==> src/rtl/mlrc_pkg.sv <==
// mlrc_pkg: widths, limits, reset values and register indexes of the
// motion light ramp controller; no dependencies
`default_nettype none

package mlrc_pkg;

    // stream and configuration port widths
    localparam int IN_TDATA_W  = 8;
    localparam int OUT_FIELD_W = 18;
    localparam int OUT_TDATA_W = 24;
    localparam int OUT_PAD_W   = OUT_TDATA_W - OUT_FIELD_W;
    localparam int CFG_IDX_W   = 3;
    localparam int CFG_DATA_W  = 16;

    // field widths
    localparam int RAMP_W    = 7;
    localparam int HOLD_W    = 4;
    localparam int DIV_W     = 16;
    localparam int LEVEL_W   = 5;
    localparam int ELAPSED_W = 13;
    localparam int DUTY_W    = 8;
    localparam int PROD_W    = RAMP_W + LEVEL_W;

    // limits
    localparam int MAX_LEVEL        = 20;
    localparam int MAX_RAMP         = 100;
    localparam int LEVEL_FIELD_MAX  = 31;
    localparam int TICKS_PER_MINUTE = 600;
    localparam logic [LEVEL_W-1:0] LEVEL_CAP = (MAX_LEVEL > LEVEL_FIELD_MAX) ?
        LEVEL_W'(LEVEL_FIELD_MAX) : LEVEL_W'(MAX_LEVEL);
    localparam logic [HOLD_W-1:0] HOLD_LIMIT = HOLD_W'(10);

    // serial divider: two quotient bits per cycle
    localparam int DIV_BITS_PER_CYCLE = 2;
    localparam int DIV_CYCLES         = PROD_W / DIV_BITS_PER_CYCLE;
    localparam int DIV_CNT_W          = 3;

    // register reset values
    localparam logic [RAMP_W-1:0]  RST_RAMP_UP  = RAMP_W'(30);
    localparam logic [RAMP_W-1:0]  RST_FADE     = RAMP_W'(30);
    localparam logic [HOLD_W-1:0]  RST_HOLD     = HOLD_W'(3);
    localparam logic [DIV_W-1:0]   RST_TICK_DIV = DIV_W'(200);
    localparam logic [LEVEL_W-1:0] RST_POWER    = LEVEL_W'(4);

    // register indexes
    localparam logic [CFG_IDX_W-1:0] CFG_RAMP_UP_TICKS  = CFG_IDX_W'(0);
    localparam logic [CFG_IDX_W-1:0] CFG_FADE_TICKS     = CFG_IDX_W'(1);
    localparam logic [CFG_IDX_W-1:0] CFG_HOLD_MINUTES   = CFG_IDX_W'(2);
    localparam logic [CFG_IDX_W-1:0] CFG_TICK_DIVIDER   = CFG_IDX_W'(3);
    localparam logic [CFG_IDX_W-1:0] CFG_POWER_AT_RESET = CFG_IDX_W'(4);

    function automatic logic [RAMP_W-1:0] sat_ramp(input logic [RAMP_W-1:0] v);
        sat_ramp = (int'(v) > MAX_RAMP) ? RAMP_W'(MAX_RAMP) : v;
    endfunction

    function automatic logic [LEVEL_W-1:0] sat_level(input logic [LEVEL_W-1:0] v);
        sat_level = (v > LEVEL_CAP) ? LEVEL_CAP : v;
    endfunction

endpackage

`default_nettype wire

==> src/rtl/motion_light_ramp_controller.sv <==
// motion_light_ramp_controller: two-channel motion light sequencer with a
// shared serial divider for the ramp and fade duty values; uses mlrc_pkg
// - slave stream: one request per sensor/button poll; tdata carries
//   sensor_a, sensor_b, button_plus, button_minus (bits 0..3, active-low buttons)
// - master stream: one result per poll with duty_a, duty_b, heartbeat and
//   logic_tick; duties are the values held since the last logic tick
// - config channel: i_cfg_index selects ramp_up_ticks, fade_ticks,
//   hold_minutes, tick_divider or power_at_reset; always ready; the user must
//   see that it is written only while no poll is in flight, which the block
//   does not enforce; a power_at_reset write also loads the power level
// - a poll without a logic tick goes straight to the done state; a logic
//   tick poll runs per channel a setup state, plus the divider state and a
//   store state when the duty is a ramp or fade fraction, then a power
//   update state, before the done state posts the result
// - a new poll is accepted only once the last one has posted its result;
//   the 2-bit-per-cycle divider shared by both channels slows tick polls
// - reset (synchronous, active low) loads the register defaults, clears
//   all channel state and drops the result valid
// - a stalled receiver holds the result in the output register; the next
//   poll is still accepted and runs, and waits to post its result
`default_nettype none

module motion_light_ramp_controller (
    input  wire logic                             i_clk,
    input  wire logic                             i_rst_n,
    input  wire logic                             s_axis_tvalid,
    output logic                                  s_axis_tready,
    // [0] sensor_a, [1] sensor_b, [2] button_plus, [3] button_minus, [7:4] zero
    input  wire logic [mlrc_pkg::IN_TDATA_W-1:0]  s_axis_tdata,
    output logic                                  m_axis_tvalid,
    input  wire logic                             m_axis_tready,
    // [7:0] duty_a, [15:8] duty_b, [16] heartbeat, [17] logic_tick, [23:18] zero
    output logic [mlrc_pkg::OUT_TDATA_W-1:0]      m_axis_tdata,
    input  wire logic                             i_cfg_valid,
    output logic                                  o_cfg_ready,
    input  wire logic [mlrc_pkg::CFG_IDX_W-1:0]   i_cfg_index,
    input  wire logic [mlrc_pkg::CFG_DATA_W-1:0]  i_cfg_data
);
    import mlrc_pkg::*;

    typedef enum logic [5:0] {
        S_IDLE  = 6'b000001,
        S_SETUP = 6'b000010,
        S_DIV   = 6'b000100,
        S_STORE = 6'b001000,
        S_POWER = 6'b010000,
        S_DONE  = 6'b100000
    } t_state;

    t_state r_state;

    // configuration registers
    logic [RAMP_W-1:0]  r_ramp_cfg;
    logic [RAMP_W-1:0]  r_fade_cfg;
    logic [HOLD_W-1:0]  r_hold_cfg;
    logic [DIV_W-1:0]   r_tick_div;

    // light state
    logic [DIV_W-1:0]     r_poll_count;
    logic [1:0]           r_last_sensor;
    logic [1:0]           r_last_button;
    logic [1:0]           r_pending;
    logic [1:0]           r_running;
    logic [ELAPSED_W-1:0] r_elapsed   [2];
    logic [RAMP_W-1:0]    r_fade_left [2];
    logic [DUTY_W-1:0]    r_duty      [2];
    logic [LEVEL_W-1:0]   r_power;
    logic                 r_beat;
    logic                 r_tick;
    logic                 r_ch;

    // shared divider
    logic [PROD_W-1:0]    r_quo;
    logic [RAMP_W-1:0]    r_rem;
    logic [RAMP_W-1:0]    r_dvsr;
    logic [DIV_CNT_W-1:0] r_div_cnt;

    // output register
    logic                   r_out_valid;
    logic [OUT_TDATA_W-1:0] r_out_data;

    logic in_acc;
    logic out_free;
    logic sa, sb, bp, bm;
    logic tick_now;

    logic [RAMP_W-1:0]    ramp_sat;
    logic [RAMP_W-1:0]    fade_sat;
    logic [HOLD_W-1:0]    hold_sat;
    logic [ELAPSED_W-1:0] hold_ticks;
    logic [ELAPSED_W-1:0] elapsed_inc;
    logic [RAMP_W-1:0]    fade_dec;
    logic [RAMP_W-1:0]    mult_a;
    logic [PROD_W-1:0]    product;

    logic                 n_running_c;
    logic [ELAPSED_W-1:0] n_elapsed_c;
    logic [RAMP_W-1:0]    n_fade_left_c;
    logic [DUTY_W-1:0]    n_duty_c;
    logic                 n_duty_we;
    logic                 n_need_div;
    logic [RAMP_W-1:0]    n_divisor;

    logic [PROD_W-1:0]    n_quo;
    logic [RAMP_W-1:0]    n_rem;
    logic [LEVEL_W-1:0]   n_power;

    assign in_acc   = s_axis_tvalid & s_axis_tready;
    assign out_free = ~r_out_valid | m_axis_tready;
    assign sa = s_axis_tdata[0];
    assign sb = s_axis_tdata[1];
    assign bp = s_axis_tdata[2];
    assign bm = s_axis_tdata[3];
    assign tick_now = (r_poll_count >= r_tick_div);

    assign s_axis_tready = (r_state == S_IDLE);
    assign m_axis_tvalid = r_out_valid;
    assign m_axis_tdata  = r_out_data;
    assign o_cfg_ready   = 1'b1;

    // saturated configuration
    assign ramp_sat   = sat_ramp(r_ramp_cfg);
    assign fade_sat   = sat_ramp(r_fade_cfg);
    assign hold_sat   = (r_hold_cfg > HOLD_LIMIT) ? HOLD_LIMIT : r_hold_cfg;
    assign hold_ticks = ELAPSED_W'(hold_sat) * ELAPSED_W'(TICKS_PER_MINUTE);

    // channel step of the selected channel; the fraction goes to the divider
    assign elapsed_inc = r_elapsed[r_ch] + 1'b1;
    assign fade_dec    = r_fade_left[r_ch] - 1'b1;
    // in the ramp phase elapsed stays below the ramp length, so 7 bits suffice
    assign mult_a      = r_running[r_ch] ? elapsed_inc[RAMP_W-1:0] : r_fade_left[r_ch];
    assign product     = PROD_W'(mult_a) * PROD_W'(r_power);

    always_comb begin
        n_running_c   = r_running[r_ch];
        n_elapsed_c   = r_elapsed[r_ch];
        n_fade_left_c = r_fade_left[r_ch];
        n_duty_c      = '0;
        n_duty_we     = 1'b0;
        n_need_div    = 1'b0;
        n_divisor     = ramp_sat;
        if (r_running[r_ch]) begin
            n_elapsed_c = elapsed_inc;
            if (elapsed_inc < ELAPSED_W'(ramp_sat)) begin
                n_need_div = 1'b1;
            end else if (elapsed_inc > hold_ticks) begin
                // hold time over: start the fade, duty keeps its value
                n_running_c   = 1'b0;
                n_elapsed_c   = '0;
                n_fade_left_c = fade_sat;
            end else begin
                n_duty_we = 1'b1;
                n_duty_c  = DUTY_W'(r_power);
            end
        end else if (r_fade_left[r_ch] != '0) begin
            n_fade_left_c = fade_dec;
            if (fade_dec == '0) begin
                n_duty_we = 1'b1;
            end else begin
                n_need_div = 1'b1;
                n_divisor  = (fade_sat == '0) ? RAMP_W'(1) : fade_sat;
            end
        end else begin
            n_duty_we = 1'b1;
        end
    end

    // restoring divider, two quotient bits per cycle
    always_comb begin
        logic [RAMP_W:0] trial;
        n_quo = r_quo;
        n_rem = r_rem;
        for (int i = 0; i < DIV_BITS_PER_CYCLE; i++) begin
            trial = {n_rem, n_quo[PROD_W-1]};
            if (trial >= {1'b0, r_dvsr}) begin
                trial = trial - {1'b0, r_dvsr};
                n_quo = {n_quo[PROD_W-2:0], 1'b1};
            end else begin
                n_quo = {n_quo[PROD_W-2:0], 1'b0};
            end
            n_rem = trial[RAMP_W-1:0];
        end
    end

    // pending plus, then pending minus, with saturation
    always_comb begin
        n_power = r_power;
        if (r_pending[0] && (n_power < LEVEL_CAP)) begin
            n_power = n_power + 1'b1;
        end
        if (r_pending[1] && (n_power != '0)) begin
            n_power = n_power - 1'b1;
        end
    end

    always_ff @(posedge i_clk) begin
        if (!i_rst_n) begin
            r_state       <= S_IDLE;
            r_ramp_cfg    <= RST_RAMP_UP;
            r_fade_cfg    <= RST_FADE;
            r_hold_cfg    <= RST_HOLD;
            r_tick_div    <= RST_TICK_DIV;
            r_poll_count  <= '0;
            r_last_sensor <= '0;
            r_last_button <= '1;
            r_pending     <= '0;
            r_running     <= '0;
            r_elapsed[0]  <= '0;
            r_elapsed[1]  <= '0;
            r_fade_left[0] <= '0;
            r_fade_left[1] <= '0;
            r_duty[0]     <= '0;
            r_duty[1]     <= '0;
            r_power       <= sat_level(RST_POWER);
            r_beat        <= 1'b0;
            r_tick        <= 1'b0;
            r_ch          <= 1'b0;
            r_div_cnt     <= '0;
            r_out_valid   <= 1'b0;
        end else begin
            if (i_cfg_valid) begin
                unique case (i_cfg_index)
                    CFG_RAMP_UP_TICKS:  r_ramp_cfg <= i_cfg_data[RAMP_W-1:0];
                    CFG_FADE_TICKS:     r_fade_cfg <= i_cfg_data[RAMP_W-1:0];
                    CFG_HOLD_MINUTES:   r_hold_cfg <= i_cfg_data[HOLD_W-1:0];
                    CFG_TICK_DIVIDER:   r_tick_div <= i_cfg_data[DIV_W-1:0];
                    CFG_POWER_AT_RESET: begin
                        r_power <= sat_level(i_cfg_data[LEVEL_W-1:0]);
                    end
                    default: ;
                endcase
            end

            // the done state posts the next result itself
            if (m_axis_tready && (r_state != S_DONE)) begin
                r_out_valid <= 1'b0;
            end

            unique case (r_state)
                S_IDLE: begin
                    if (in_acc) begin
                        // sensor edges act on every poll
                        if (sa && !r_last_sensor[0]) begin
                            r_running[0]   <= 1'b1;
                            r_fade_left[0] <= '0;
                            if (r_elapsed[0] > ELAPSED_W'(ramp_sat)) begin
                                r_elapsed[0] <= ELAPSED_W'(ramp_sat);
                            end
                        end
                        if (sb && !r_last_sensor[1] && (r_elapsed[1] == '0)) begin
                            r_running[1] <= 1'b1;
                        end
                        r_last_sensor <= {sb, sa};
                        r_pending[0]  <= r_pending[0] | (~bp & r_last_button[0]);
                        r_pending[1]  <= r_pending[1] | (~bm & r_last_button[1]);
                        r_last_button <= {bm, bp};
                        r_ch <= 1'b0;
                        if (tick_now) begin
                            r_poll_count <= '0;
                            r_beat       <= ~r_beat;
                            r_tick       <= 1'b1;
                            r_state      <= S_SETUP;
                        end else begin
                            r_poll_count <= r_poll_count + 1'b1;
                            r_tick       <= 1'b0;
                            r_state      <= S_DONE;
                        end
                    end
                end
                S_SETUP: begin
                    r_running[r_ch]   <= n_running_c;
                    r_elapsed[r_ch]   <= n_elapsed_c;
                    r_fade_left[r_ch] <= n_fade_left_c;
                    if (n_duty_we) begin
                        r_duty[r_ch] <= n_duty_c;
                    end
                    if (n_need_div) begin
                        r_div_cnt <= '0;
                        r_state   <= S_DIV;
                    end else if (!r_ch) begin
                        r_ch <= 1'b1;
                    end else begin
                        r_state <= S_POWER;
                    end
                end
                S_DIV: begin
                    r_div_cnt <= r_div_cnt + 1'b1;
                    if (r_div_cnt == DIV_CNT_W'(DIV_CYCLES - 1)) begin
                        r_state <= S_STORE;
                    end
                end
                S_STORE: begin
                    // duty keeps only the low bits of the quotient
                    r_duty[r_ch] <= r_quo[DUTY_W-1:0];
                    if (!r_ch) begin
                        r_ch    <= 1'b1;
                        r_state <= S_SETUP;
                    end else begin
                        r_state <= S_POWER;
                    end
                end
                S_POWER: begin
                    // duties above used the old level
                    r_power   <= n_power;
                    r_pending <= '0;
                    r_state   <= S_DONE;
                end
                S_DONE: begin
                    if (out_free) begin
                        r_out_valid <= 1'b1;
                        r_state     <= S_IDLE;
                    end
                end
                default: r_state <= S_IDLE;
            endcase
        end
    end

    // datapath registers, no reset
    always_ff @(posedge i_clk) begin
        if (r_state == S_SETUP) begin
            r_quo  <= product;
            r_rem  <= '0;
            r_dvsr <= n_divisor;
        end else if (r_state == S_DIV) begin
            r_quo <= n_quo;
            r_rem <= n_rem;
        end
        if ((r_state == S_DONE) && out_free) begin
            r_out_data <= {{OUT_PAD_W{1'b0}}, r_tick, r_beat, r_duty[1], r_duty[0]};
        end
    end

endmodule

`default_nettype wire

==> config.mk <==
export PLATFORM = sky130hd
export DESIGN_NAME = motion_light_ramp_controller
export DESIGN_NICKNAME = d
export VERILOG_FILES = /design/src/rtl/mlrc_pkg.sv /design/src/rtl/motion_light_ramp_controller.sv
export SDC_FILE = /design/constraint.sdc
export NUM_CORES = 1
export LEC_CHECK = 0
export BUFFER_PORTS_ARGS = -buffer_cell sky130_fd_sc_hd__buf_2
export CAP_MARGIN = 15
export CORE_MARGIN = 2
export CORE_UTILIZATION = 43
export CTS_CLUSTER_SIZE = 8
export DETAILED_ROUTE_END_ITERATION = 16
export GPL_TIMING_DRIVEN = 0
export MAX_ROUTING_LAYER = met4
export PLACE_DENSITY = 0.63
export SYNTH_ARGS = -nofsm -noshare
export SYNTH_HDL_FRONTEND = slang
export SYNTH_SLANG_ARGS = --single-unit
export TNS_END_PERCENT = 30
==> constraint.sdc <==
create_clock -name i_clk -period 6.65 [get_ports i_clk]
set_clock_uncertainty 0.2 [all_clocks]
set_input_delay 1.6625 -clock i_clk [delete_from_list [all_inputs] [get_ports i_clk]]
set_output_delay 1.6625 -clock i_clk [all_outputs]
set_load 0.01 [all_outputs]
# Word-level counts from Yosys, hierarchy flattened

Memory sizes are Yosys's and may differ from the RTL's. A register that Yosys moved wholly into a read port is not among the register bits.
Cells that the tools add are included.

Add/sub/neg operators: 8
Multiply operators: 2
$lt $le $gt $ge: 13
Equality and inequality tests: 20
Muxes and demuxes: 108
Bitwise gates (word level): 13
Reduce and logical (&&, ||, !) cells: 38

Operators with widths:

| kind                  | count |
|---|---|
| $mux 7                | 15 |
| $mux 13               | 5 |
| $mux 1                | 56 |
| $mux 5                | 10 |
| $mux 6                | 6 |
| $pmux 6 s6            | 1 |
| $mux 12               | 2 |
| $add 16x1->16 const B | 1 |
| $ge 16x16->1          | 1 |
| $ge 8x7->1            | 2 |
| $mux 16               | 1 |
| $mux 8                | 2 |
| $reduce_and 2->1      | 8 |
| $gt 7x7->1 const B    | 2 |
| $logic_not 7->1       | 2 |
| $sub 7x7->7           | 2 |
| $add 13x1->13 const B | 1 |
| $gt 13x13->1          | 1 |
| $gt 13x7->1           | 1 |
| $logic_not 13->1      | 1 |
| $lt 13x7->1           | 1 |
| $reduce_or 13->1      | 1 |
| $mul 7x5->12          | 1 |
| $reduce_and 3->1      | 4 |
| 44 further kinds      | 75 |

Register bits after elaboration: 120
Memory bits (writable): 56
Input bits: 32
Output and inout port bits: 27
Logic and storage cells: 226
Memories: 3

Memory list:

| memory      | words | width | read ports | clocked after Yosys merged registers in | write ports | RTL line                           | text |
|---|---|---|---|---|---|---|---|
| r_elapsed   | 2     | 13    | 3          | 1                                       | 2           | motion_light_ramp_controller.sv:64 | `logic [ELAPSED_W-1:0] r_elapsed [2];` |
| r_duty      | 2     | 8     | 2          | 2                                       | 2           | motion_light_ramp_controller.sv:66 | `logic [DUTY_W-1:0] r_duty [2];` |
| r_fade_left | 2     | 7     | 1          | 1                                       | 2           | motion_light_ramp_controller.sv:65 | `logic [RAMP_W-1:0] r_fade_left [2];` |

# Logic depth before layout (Yosys ltp)

Gate-level depths: netlist of run 1.

Depth after elaboration: 14
Mapped depth: 22
Depth with buffers taken out: 20

# Worst setup path after synthesis of run 1

Ideal clock, no wire load.

Path type: register to register
Start point: register with a tool-made name
End point: register r_quo[11] (data pin)
Library setup time: 267 ps
Arrival: 5280 ps
Data required time: 6183 ps
Setup slack: 903 ps
Stages on the path, launching flop included: 22
Buffers on the path: 3
Clock period less this slack: 5747 ps
Cell sequence: dfxtp_1 > buf_6 > buf_6 > clkbuf_1 > mux2_2 > ha_1 > xnor2_1 > nand2_1 > o21ai_0 > nand2_1 > fa_1 > fa_1 > fa_1 > inv_1 > ha_1 > a21oi_1 > nor2b_1 > o21a_1 > o41ai_1 > o21ai_0 > xnor2_1 > o21ai_0

RTL lines:

| item                 | RTL line                            | text |
|---|---|---|
| to (signal assigned) | motion_light_ramp_controller.sv:322 | `r_quo <= product;` |
| to (signal assigned) | motion_light_ramp_controller.sv:326 | `r_quo <= n_quo;` |
| to (decl)            | motion_light_ramp_controller.sv:73  | `logic [PROD_W-1:0] r_quo;` |

==> results of run 1 <==
## stage by stage
stage               setup slack (ns)  power [uW]
floorplan                      0.903        1520
global placement              -0.385        1650
detailed placement            -0.397        1650
CTS                           0.0385        2730
global route                 -0.0105        2840
finish                         0.332        2730
## sequential cells by signal, summed over array words and instances (netlist names), 2 cells and up, named ones only
name,count
r_dvsr,7
m_axis_tdata,18
r_pending,2
r_duty,16
r_last_sensor,2
r_last_button,2
r_fade_cfg,7
r_rem,7
r_div_cnt,3
r_hold_cfg,4
r_poll_count,16
r_quo,12
r_running,2
r_ramp_cfg,7
r_tick_div,16
r_elapsed,26
r_state,6
r_power,5
r_fade_left,14
## repair_timing
item / 4_1_cts / 5_1_grt
pin swaps: 0 / 1
endpoints found under the setup margin: 12 / 10
resized for setup: 3 / 6
## metal layers
| metal | vias to the layer above | track usage | share of wire |
|---|---|---|---|
| li1 | 4654 | - | - |
| met1 | 4545 | 0.288 | 0.45 |
| met2 | 293 | 0.366 | 0.47 |
| met3 | 49 | 0.0254 | 0.048 |
| met4 | 0 | 0.0783 | 0.028 |
| met5 | - | - | 0 |
## synth_stat cells (all sizes together) (8+ instances only)
cell type,instances,area (sq um)
and3,14,87.6
edfxtp,93,2790
dfxtp,84,1680
and2,27,169
o21ai,77,385
nand4,22,144
inv,82,308
nor4,9,62.6
nand2,192,721
ha,94,1180
nor2b,23,144
o211ai,19,143
nand3,28,145
a21oi,58,290
xnor2,28,245
nor2,81,304
fa,18,360
mux2,13,154
nor3b,8,60.1
or3,12,75.1
buf,15,114
nor3,23,115
clkbuf,41,154
a21o,16,120
xor2,23,201
mux2i,39,407
a211oi,19,148
a21boi,34,255
## final timing paths
check	to	slack, ns	startpoint
setup / recovery	r_quo[11]	0.33	flop
hold / removal	m_axis_tdata[1]	0.22	r_duty[0][1]
setup reg to reg	r_quo[11]	0.33	flop
hold reg to reg	m_axis_tdata[1]	0.22	r_duty[0][1]
## cell type report
type | count | area share
plain buffers | 56 | 0.0208
clock buffers | 17 | 0.0328
clock inverters | 15 | 0.0166
inverters | 82 | 0.0238
multi-input cells | 960 | 0.510
flip-flops and latches | 177 | 0.345
well taps | 341 | 0.0329
repair buffers | 47 | 0.0182
## cell families after synthesis
| group | count (synthesis) | share of synthesized area |
|---|---|---|
| buffers and inverters | 138 | 0.0496 |
| other | 2 | 0.000648 |
| muxes | 52 | 0.0483 |
| xor gates and xnor gates | 51 | 0.0385 |
| and+or+nand+nor | 456 | 0.186 |
| adders and majority gates | 112 | 0.133 |
| AOI/OAI and AO/OA | 281 | 0.159 |
| DFF | 177 | 0.386 |
## power groups by stage
stage	logic, uW	clock network [uW]	registers (uW)
2_1_floorplan	289	0	1230
3_3_place_gp	407	0	1240
3_5_place_dp	413	0	1240
4_1_cts	418	1100	1210
5_1_grt	467	1150	1220
6_report	422	1100	1220
==> metrics.cfg, run 1 <==
[outcome]
status=finished, final reports clean

[placement]
gp_congestion=0.962
numPortBuffers=47
placed_cell_area_sq_um=12300
dp.cells=1663
hpwlAfterDp_mm=23.0

[clock_tree]
post_cts_buffers=0
clk_pin_slew_ns=0.09
holdBufCountCts=0
insertion_delay_ns=0.45
htree_levels=4
clk_path_buf_depth=2
cts_tree=done
cts.root.buffer_cell=clkbuf_16
cts_sinks=177
numCtsBuffers=17

[power_and_ir_drop]
switching_share=0.307
clockPowerShare=0.401
intPower_uw=1890
p_leak_uw=0.00530
pwr_density_cell_nw_per_um2=211
ir_worst_vdd_v=0.000165
p_sw_uw=840
p_seq_frac=0.445
p_comb_frac=0.154

[yosys]
yosysWarningCount=0
syn_area_sq_um=11600
ys_types=75
synthFlopType=edfxtp_1
netlist_instances=1269
synth-async-reset-ratio=0
ys_seq_area_frac=0.386
synth_enable_flop_cells=93
ys_ff_latch=177
synth_area_per_cell_sq_um=9.14

[detailed_routing]
drt_pass1_iterations=5
wl_per_cell_um=17.9
vias_per_cell=5.63
drc=0
vias=9541
drt.antenna.violating_nets=0
routed_wl_mm=30.3
drt-initial-drc-count=687

[global_route]
antenna_found_initial=0
overflow=0
grt_max_degree=22
grt_pass1_vias=9159
grt_usage=0.224
grt_pass1_wl_mm=48.6

[setup_path]
r2r_cells=21
crit_path_top_delay_cell=fa_1
path_cells=buf_6 -> buf_6 -> clkbuf_2 -> mux2_2 -> ha_1 -> nand4b_1 -> nand2_1 -> xnor2_2 -> nand2_1 -> o21ai_2 -> nand2_1 -> fa_1 -> inv_1 -> fa_1 -> fa_1 -> ha_1 -> o21a_1 -> o41ai_2 -> o21ai_0 -> xnor2_1 -> o21ai_0
end_kind=flop
worstSetupPathDepth=21
startpoint_type=flop
crit_type=flop to flop
slowest_delay_ns=0.50
cp_num_buf_inv=4
crit_arrival_ns=6.31
required_ns=6.64
path_delay_family=adder cells
crit_fanout=10

[sta]
relSlewSlack=0.252
period_share=0.950
worst_pin_slew_ns=1.12
maxSlewViolCount=0
hold-worst-slack_ns=0.222
setup_viol=0
finalSetupTns_ns=0
fmax_mhz=158
finalCriticalPeriod_ns=6.32
hold_viol=0

[finish]
mostFrequentLayoutCells=192 x nand2_1, 94 x ha_1, 93 x edfxtp_1, 84 x dfxtp_1, 82 x inv_1
layout_commonest_cell=nand2_1
regArea_sq_um=4470
drive_above_1_share=0.0931
final_cell_area_sq_um=13000
final_cells=1695
antennaDiodeCount=0
final_util=0.485
fillers=2572
multi_input_area_sq_um=6600
areaGrowthSynthToFinish_pct=11.7
fin_nets=1485

[floorplan]
die_area_sq_um=28300
die_h_um=168
coreArea_sq_um=26700
io_pins=59
die_w_um=168
row_count=60
initial_core_util=0.434

[flow_run]
cap_violations=0

[worst_hold_path]
hp-class=flop to flop
holdPathStages=0

No activity file was read; power rests on OpenSTA's default activity.
==> run 2: changes to the inputs <==
- PLACE_DENSITY: 0.63 -> unset
- SLEW_MARGIN: unset -> 20
==> run 2 against run 1 <==
Net effect: core utilization decreased by 0.13 points; setup slack improved by 0.031 ns; worst hold slack got worse by 0.0047 ns; first-iteration DRC count decreased by 15%; clock-buffer cell count increased by 1; sequential share of layout area increased by 0.094 points; critical endpoint unchanged.
==> metrics.cfg, run 2 (synthesized netlist as in run 1, its figures left out) <==
[clock_tree]
clk_pin_slew_ns=0.08
numCtsBuffers=17
htree_levels=4
cts_tree=done
holdBufCountCts=0
insertion_delay_ns=0.45
post_cts_buffers=0
cts_sinks=177
cts.root.buffer_cell=clkbuf_16
clk_path_buf_depth=2

[placement]
placed_cell_area_sq_um=12300
dp.cells=1664
gp_congestion=0.922
hpwlAfterDp_mm=22.9
numPortBuffers=47

[finish]
drive_above_1_share=0.0937
mostFrequentLayoutCells=192 x nand2_1, 94 x ha_1, 93 x edfxtp_1, 84 x dfxtp_1, 82 x inv_1
antennaDiodeCount=0
layout_commonest_cell=nand2_1
largest_reg_flops=26
fin_nets=1487
areaGrowthSynthToFinish_pct=11.4
fillers=2619
largest-register=r_elapsed
final_cell_area_sq_um=12900
final_cells=1697

[setup_path]
ff2ff_setup_slack_ns=0.36
end_kind=flop
crit_arrival_ns=6.27
r2r_cells=21
required_ns=6.63
crit_fanout=10
crit_type=flop to flop
r2r-end=r_quo[11]
startpoint_type=flop

[floorplan]
coreArea_sq_um=26700
die_h_um=168
die_w_um=168
io_pins=59
initial_core_util=0.434
row_count=60
die_area_sq_um=28300

[worst_hold_path]
hold_end=m_axis_tdata[10]
hp-start=r_duty[1][2]
holdPathStages=0
hp-class=flop to flop

[detailed_routing]
drt_pass1_iterations=7
drc=0
drt.antenna.violating_nets=0
routed_wl_mm=29.7
vias=9411
vias_per_cell=5.55
wl_per_cell_um=17.5
drt-initial-drc-count=585

[sta]
rsz0062_at_grt=no
maxSlewViolCount=0
setup_viol=0
hold_viol=0
finalCriticalPeriod_ns=6.29
period_share=0.945
fmax_mhz=159
relSlewSlack=0.319
worst_pin_slew_ns=1.02

[power_and_ir_drop]
ir_worst_vdd_v=0.000149
pwr_density_cell_nw_per_um2=205
p_leak_uw=0.00528
power_uw=2640

[global_route]
grt_usage=0.223
overflow=0
grt_pass1_wl_mm=48.3
grt_max_degree=21
antenna_found_initial=0
grt_pass1_vias=9130

[outcome]
status=finished, final reports clean

[flow_run]
cap_violations=0

[run 2: changes by cell type in the layout (fill, tap and decap cells not counted), sizes merged]
cell	delta
clkbuf	+2
clkinvlp	+2
clkinv	-2
buf	+1
bufinv	-1
[run 2: area by class of cell]
| class | count | area [sq um] | area share |
|---|---|---|---|
| clock inverter | 14 | 158 | 0.0122 |
| clock buffer | 18 | 429 | 0.0332 |
| multi-input combinational | 960 | 6600 | 0.511 |
| buffer | 56 | 272 | 0.0210 |
| inverter | 82 | 308 | 0.0238 |
| timing repair buffer | 49 | 251 | 0.0195 |
| tap | 341 | 427 | 0.0330 |
| sequential | 177 | 4470 | 0.346 |
[run 2: worst max-delay path by stage]
stage / end / cells past startpoint / startpoint / slack [ns]
3_3_place_gp: r_quo[11] / 21 / flop / -0.37
3_5_place_dp: r_quo[11] / 21 / flop / -0.43
6_report: r_quo[11] / 21 / flop / 0.36
5_1_grt: r_quo[11] / 21 / flop / 0.05
4_1_cts: r_quo[11] / 21 / flop / 0.12
2_1_floorplan: r_quo[11] / 21 / flop / 0.90
[run 2: routing by layer]
metal / global-route usage / vias up / wire [um]
met5: - / - / 0
li1: - / 4672 / -
met3: 0.0261 / 49 / 1410
met4: 0.0705 / 0 / 707
met1: 0.288 / 4420 / 13500
met2: 0.366 / 270 / 14100
[run 2: worst max-delay path, cell delays in order (launching register included)]
cell and delay, ns:
dfxtp_1 0.44, buf_6 0.21, buf_6 0.20, clkbuf_4 0.29
mux2_2 0.37, ha_1 0.35, nand4b_1 0.20, nand2_1 0.19
xnor2_2 0.32, nand2_1 0.11, o21ai_2 0.18, nand2_1 0.13
fa_1 0.50, inv_1 0.05, fa_1 0.50, fa_1 0.49
ha_1 0.35, o21a_1 0.15, o41ai_2 0.35, o21ai_0 0.19
xnor2_1 0.18, o21ai_0 0.09
[run 2: through the flow]
stage	hold slack (ns)	utilization	setup TNS, ns	worst slack (ns)
floorplan	0.200	-	0	0.903
global placement	0.204	0.459	-0.609	-0.366
detailed placement	0.205	0.460	-1.22	-0.426
CTS	0.218	0.483	0	0.117
global route	0.241	0.483	0	0.0544
finish	0.217	0.483	0	0.363
[run 2: report_power, final]
group          switching (uW)  total [uW]  internal [uW]
clock network             500        1010            506
logic                     269         421            151
registers                28.5        1220           1190
[run 2: timing repair]
action,4_1_cts,5_1_grt
hold endpoints to repair,0,0
setup endpoints to repair,11,11
cloned,0,0
gates resized for setup,3,8
